[src/rtl/bzr_ram.sv]
module bzr_ram #(
	parameter int WIDTH = 32,
	parameter int DEPTH = 32
) (
	input  logic                     clk,
	input  logic                     we,
	input  logic [$clog2(DEPTH)-1:0] waddr,
	input  logic [WIDTH-1:0]         wdata,
	input  logic [$clog2(DEPTH)-1:0] raddr,
	output logic [WIDTH-1:0]         rdata
);

	logic [WIDTH-1:0] mem [DEPTH];

	// write, and read through a registered output
	always_ff @(posedge clk) begin
		if (we) begin
			mem[waddr] <= wdata;
		end
		rdata <= mem[raddr];
	end

endmodule

[config.mk]
export PLATFORM = sky130hd
export DESIGN_NAME = bzr_ram
export DESIGN_NICKNAME = d
export VERILOG_FILES = /design/src/rtl/bzr_ram.sv
export SDC_FILE = /design/constraint.sdc
export NUM_CORES = 1
export LEC_CHECK = 0
export ABC_CLOCK_PERIOD_IN_PS = 3350
export BUFFER_PORTS_ARGS = -buffer_cell sky130_fd_sc_hd__buf_4
export CAP_MARGIN = 20
export CORE_MARGIN = 1.5
export CORE_UTILIZATION = 57
export CTS_CLUSTER_SIZE = 14
export DETAILED_ROUTE_END_ITERATION = 12
export PLACE_DENSITY = 0.72
export SYNTH_ARGS = -nofsm -noshare
export SYNTH_HDL_FRONTEND = slang
export SYNTH_SLANG_ARGS = --single-unit
[constraint.sdc]
create_clock -name clk -period 3.35 [get_ports clk]
set_input_delay 0.67 -clock clk [delete_from_list [all_inputs] [get_ports clk]]
set_output_delay 0.67 -clock clk [all_outputs]
set_load 0.01 [all_outputs]
==> reports/results.tsv, run 1 <==
stage	metric	value	unit
outcome	status	complete, no violations	
final_layout	final_common_cell	edfxtp_1	
worst_hold_path	min_from	wdata[24]	
synthesis	synth_fp_nets	2304	
synthesis	ys_types	25	
floorplan	die_w	270	um
synthesis	synth_ff_type	edfxtp_1	
floorplan	coreArea	0.0701	mm2
clock_network	cts_resized	0	
synthesis	synth_top_area_share	76.0	%
final_layout	finalNetCount	2442	
clock_network	htreeDepth	3	
worst_hold_path	holdPathStages	1	
sta	tightestPinTransition	0.869	ns
final_layout	drive_gt1_share	14.0	%
grt	grt_max_degree	90	
clock_network	clk_pin_slew_worst_paths	0.06	ns
critical_path	rr_endpoint	rdata[8]	
sta	hold_violations	0	
critical_path	crit_path_top_delay_cell	buf_12	
clock_network	cts_setup_buffers	0	
routing	vias	21300	
final_layout	stdcell_count	3423	
synthesis	yosys_warnings	0	
final_layout	antennaDiodeCount	0	
clock_network	cts_sinks	1056	
final_layout	fin_area	0.0460	mm2
synthesis	netlist_top_cells_area	edfxtp_1, mux2i_1, a22oi_1	
job	drv_cap	0	
floorplan	die_h	270	um
worst_hold_path	holdPathEnd	mem[24][24]	
critical_path	crit_chain	buf_8 -> buf_12 -> mux2i_1 -> a22o_1 -> nor3_1 -> a31oi_1 -> nand3_1	
floorplan	rows	97	
final_layout	syn_to_final_growth	13.6	%
clock_network	cts_tree	done	
routing	drc	0	
final_layout	layout_common_cells	edfxtp_1, mux2i_1, buf_4	
worst_hold_path	hold_path.class	primary input to flip-flop	
grt	grt_pass1_vias	21100	
sta	tns	0	ns
sta	clock.fmax	499	MHz
clock_network	clock_latency	0.66	ns
placed_design	dp_cells	3236	
critical_path	r2r_slack	1.82	ns
grt	grt_use_total	26.1	%
sta	rsz0062_at_grt	no	
sta	finClkSkew	0.0167	ns
floorplan	io_pins	76	
critical_path	start_kind	primary input	
pwr	p_total	0.0271	W
synthesis	netlist_area	0.0405	mm2
pwr	p_leak	16.1	nW
pwr	p_per_area	590	mW/mm2
clock_network	ctsHoldBuffers	0	
sta	finalSetupViolCount	0	
placed_design	io_buffer_count	75	
synthesis	syn_inst	2260	
critical_path	cp_slowest_stage_delay	0.33	ns
routing	postRouteAntennaNets	0	
critical_path	required	3.83	ns
critical_path	crit_family	buffers and inverters	
floorplan	fp.dieArea	0.0726	mm2
grt	antenna_found_initial	6	
routing	via_per_inst	6.22	
critical_path	r2r_start	mem[7][8]	
sta	min_period	2.00	ns
sta	drv_slew	0	
routing	wl_per_cell	28.0	um
synthesis	synth_top_area_cell	edfxtp_1	
routing	first_pass_iters	5	
clock_network	clk_path_buf_depth	3	
final_layout	fill_cells	4774	
critical_path	critPathArrivalTime	2.49	ns
synthesis	ys_async_sr_fraction	0	%
critical_path	end_kind	flip-flop	
grt	grt.overflow.total	0	
critical_path	cp_max_fo	39	
placed_design	place.detailed.hpwl	51400	um
synthesis	ys_ff_latch	1056	
synthesis	synth_edf_count	1024	
routing	drt_iter0_markers	2233	
sta	slew_headroom	42.0	%
floorplan	start_util	57.7	%
placed_design	routabilityCongestion	0.835	
placed_design	placed_area	0.0428	mm2
grt	grt_pass1_wl	138000	um
clock_network	cts_made_buffers	100	
pwr	irDropWorstVdd	0.425	mV
clock_network	cts_root_buf	clkbuf_16	
critical_path	crit_type	primary input to flip-flop	
routing	wl	95700	um
sta	fin_crit_sh	59.8	%
critical_path	critPathBufInv	2	
synthesis	ys_seq_area_share	77.5	%
synthesis	synth.avg_cell_area	17.9	um2
critical_path	worst-path-stages	7	
critical_path	r2r.worst_path.cells	5	
==> routing by layer <==
layer  routed length [um]  track usage, %
met2                47200            43.1
met5                   60               0
met1                38300            35.5
met4                 3160            9.27
met3                 6930            4.21
==> cells in the mapped netlist, types with 2 or more instances <==
cell type and n:
buf_2 26, nor3_1 32, buf_4 33, clkbuf_4 2, clkbuf_1 46, a22o_1 64
a21oi_1 96, or3b_2 3, edfxtp_1 1024, buf_1 5, dfxtp_1 32, a31oi_1 32
mux2i_1 512, nand2b_1 2, a22oi_1 96, nand3_1 98, nand2_1 98, nand3b_1 5
nor2_1 34, buf_6 15
==> state kept, by name (all words and copies together), names as in the netlist <==
signal / flops
rdata: 32
mem: 1024
==> cell type report <==
| type | count | area, um2 | share of cell area (%) |
|---|---|---|---|
| clock inverter | 47 | 390 | 0.849 |
| sequential | 1056 | 31400 | 68.3 |
| multi-input combinational | 1077 | 8610 | 18.7 |
| tap | 940 | 1180 | 2.56 |
| timing repair buffer | 163 | 1620 | 3.52 |
| clock buffer | 140 | 2800 | 6.08 |
==> worst max path at each step <==
stage | start | end | slack, ns
finish | raddr[0] | rdata[8] | 1.35
global route | waddr[1] | mem[28][21] | 1.35
CTS | rdata[13] | rdata[13] | 1.34
detailed placement | waddr[1] | mem[28][28] | 0.68
global placement | waddr[1] | mem[28][27] | 0.72
floorplan | waddr[1] | mem[12][0] | 0.25
==> metrics by stage <==
stage	utilization, %	setup slack (ns)	hold WS [ns]
4_1_cts	65.5	1.34	0.389
5_1_grt	65.5	1.35	0.401
3_3_place_gp	61.0	0.721	0.570
6_report	65.5	1.35	0.419
2_1_floorplan	-	0.246	0.553
3_5_place_dp	61.0	0.685	0.584
==> where the power goes <==
group,internal (W),switching (W)
Clock,0.00628,0.00466
Sequential,0.0147,0.0000781
Combinational,0.000503,0.000919
==> cell families after synthesis <==
family	share of synthesized area, %
AND/OR/NAND/NOR	3.10
AO/OA/AOI/OAI	4.85
buffers and inverters	1.86
multiplexers	12.7
flip-flops	77.5
Power figures use the tool's default switching activity.
==> run 2, diff against run 1 <==
Settings changed: ABC_CLOCK_PERIOD_IN_PS 3350 to 1900.
Clock period 3.35 ns to 1.9 ns, I/O delays scaled along.
==> reports/results.tsv, run 2 (same netlist as run 1, synthesis figures left out) <==
stage	metric	value	unit	change
outcome	status	complete, no violations		
routing	drc	0		unchanged
clock_network	ctsHoldBuffers	0		unchanged
floorplan	rows	97		unchanged
clock_network	cts_tree	done		
sta	finClkSkew	0.0260	ns	+0.00935 ns
clock_network	cts_root_buf	clkbuf_16		
floorplan	die_h	270	um	unchanged
clock_network	htreeDepth	3		unchanged
routing	postRouteAntennaNets	0		unchanged
placed_design	dp_cells	3342		+3.3%
final_layout	syn_to_final_growth	17.5	%	
critical_path	cp_slowest_stage_delay	0.43	ns	+0.10 ns
critical_path	required	1.52	ns	-2.31 ns
final_layout	top_register	mem		
clock_network	clock_latency	0.65	ns	about the same
final_layout	largest_register_ffs	1024		unchanged
floorplan	coreArea	0.0701	mm2	unchanged
floorplan	die_w	270	um	unchanged
routing	wl_per_cell	27.4	um	-2.0%
final_layout	fin_util	67.8	%	+2.3 points
job	drv_cap	0		unchanged
critical_path	crit_path_top_delay_cell	dfxtp_1		
sta	rsz0062_at_grt	no		
sta	tightestPinTransition	0.548	ns	-0.322 ns
clock_network	cts_setup_buffers	0		unchanged
final_layout	layout_common_cells	edfxtp_1, mux2i_1, buf_4		
placed_design	place.detailed.hpwl	57100	um	+11%
final_layout	final_common_cell	edfxtp_1		
sta	holdWs	0.140	ns	-0.280 ns
critical_path	start_kind	flip-flop		
sta	fin_crit_sh	86.5	%	
floorplan	start_util	57.7	%	unchanged
pwr	p_per_area	1030	mW/mm2	+74%
critical_path	critPathArrivalTime	1.26	ns	-1.23 ns
critical_path	crit_family	flip-flops		
routing	wl	96700	um	+1.1%
critical_path	cp_max_fo	1		-97%
critical_path	crit_chain	buf_4		
clock_network	cts_made_buffers	101		+1.0%
routing	via_per_inst	6.15		-1.0%
critical_path	critPathBufInv	1		-1
floorplan	io_pins	76		unchanged
routing	first_pass_iters	6		+1
clock_network	cts_sinks	1056		unchanged
pwr	p_leak	16.9	nW	+4.9%
clock_network	clk_pin_slew_worst_paths	0.06	ns	about the same
clock_network	cts_resized	0		unchanged
final_layout	stdcell_count	3531		+3.2%
grt	antenna_found_initial	5		-1
clock_network	clk_path_buf_depth	3		unchanged
sta	slew_headroom	63.3	%	+21 points
sta	drv_slew	0		unchanged
pwr	p_total	0.0490	W	+80%
routing	drt_iter0_markers	2160		-3.3%
pwr	irDropWorstVdd	0.670	mV	+57%
grt	grt_pass1_vias	21800		+3.4%
sta	hold_violations	0		unchanged
worst_hold_path	hold_path.class	primary input to flip-flop		
routing	vias	21700		+2.1%
grt	grt_pass1_wl	141000	um	+2.1%
sta	finalSetupViolCount	0		unchanged
placed_design	io_buffer_count	75		unchanged
sta	min_period	1.64	ns	
sta	tns	0	ns	unchanged
grt	grt.overflow.total	0		unchanged
critical_path	end_kind	primary output		
sta	clock.fmax	609	MHz	
placed_design	routabilityCongestion	0.861		+3.1%
final_layout	finalNetCount	2549		+4.4%
grt	grt_max_degree	37		-59%
final_layout	reg_top3	mem: 1024 flops, rdata: 32 flops		
grt	grt_use_total	26.7	%	+0.57 points
critical_path	crit_type	flip-flop to primary output		
final_layout	fill_cells	4541		-4.9%
floorplan	fp.dieArea	0.0726	mm2	unchanged
final_layout	drive_gt1_share	17.8	%	+3.8 points
[run 2: metrics by stage]
stage          instance area [um2]  setup slack (ns)
3_3_place_gp                 44200            -0.200
6_report                     47600             0.257
5_1_grt                      47600             0.225
3_5_place_dp                 44200            -0.215
2_1_floorplan                40700            -0.318
4_1_cts                      47600             0.196
[run 2: path summary, 6_finish.rpt]
kind,start,depth (start not counted),slack [ns],endpoint
hold / removal,wdata[13],1,0.14,mem[22][13]
setup reg to reg,mem[3][15],5,0.41,rdata[15]
hold reg to reg,mem[26][31],4,0.59,rdata[31]
setup / recovery,rdata[5],1,0.26,rdata[5]
[run 2: area by class of cell]
| cell class | instances | area (um2) | share of cell area, % |
|---|---|---|---|
| flip-flops and latches | 1056 | 31400 | 66.0 |
| well taps | 940 | 1180 | 2.47 |
| clock buffers | 132 | 2770 | 5.82 |
| repair buffers | 269 | 3050 | 6.42 |
| clock inverters | 56 | 581 | 1.22 |
| diodes | 1 | 2.50 | 0.00526 |
| multi-input cells | 1077 | 8610 | 18.1 |
[run 2: report_power, final]
part / internal [W] / switching [W] / leakage, nW / total (W)
sequential: 0.0259 / 0.000132 / 9.49 / 0.0260
combinational: 0.00110 / 0.00170 / 5.73 / 0.00280
clock: 0.0119 / 0.00827 / 1.65 / 0.0201
total: 0.0389 / 0.0101 / 16.9 / 0.0490
[run 2: metal layers]
metal	wire (um)	GRT usage (%)	vias up	share of wire [%]
li1	-	-	9483	-
met1	38500	36.6	11000	40
met2	45800	42.2	986	47
met3	8340	5.40	221	8.6
met4	4090	10.9	8	4.2
met5	57	0	-	0.059
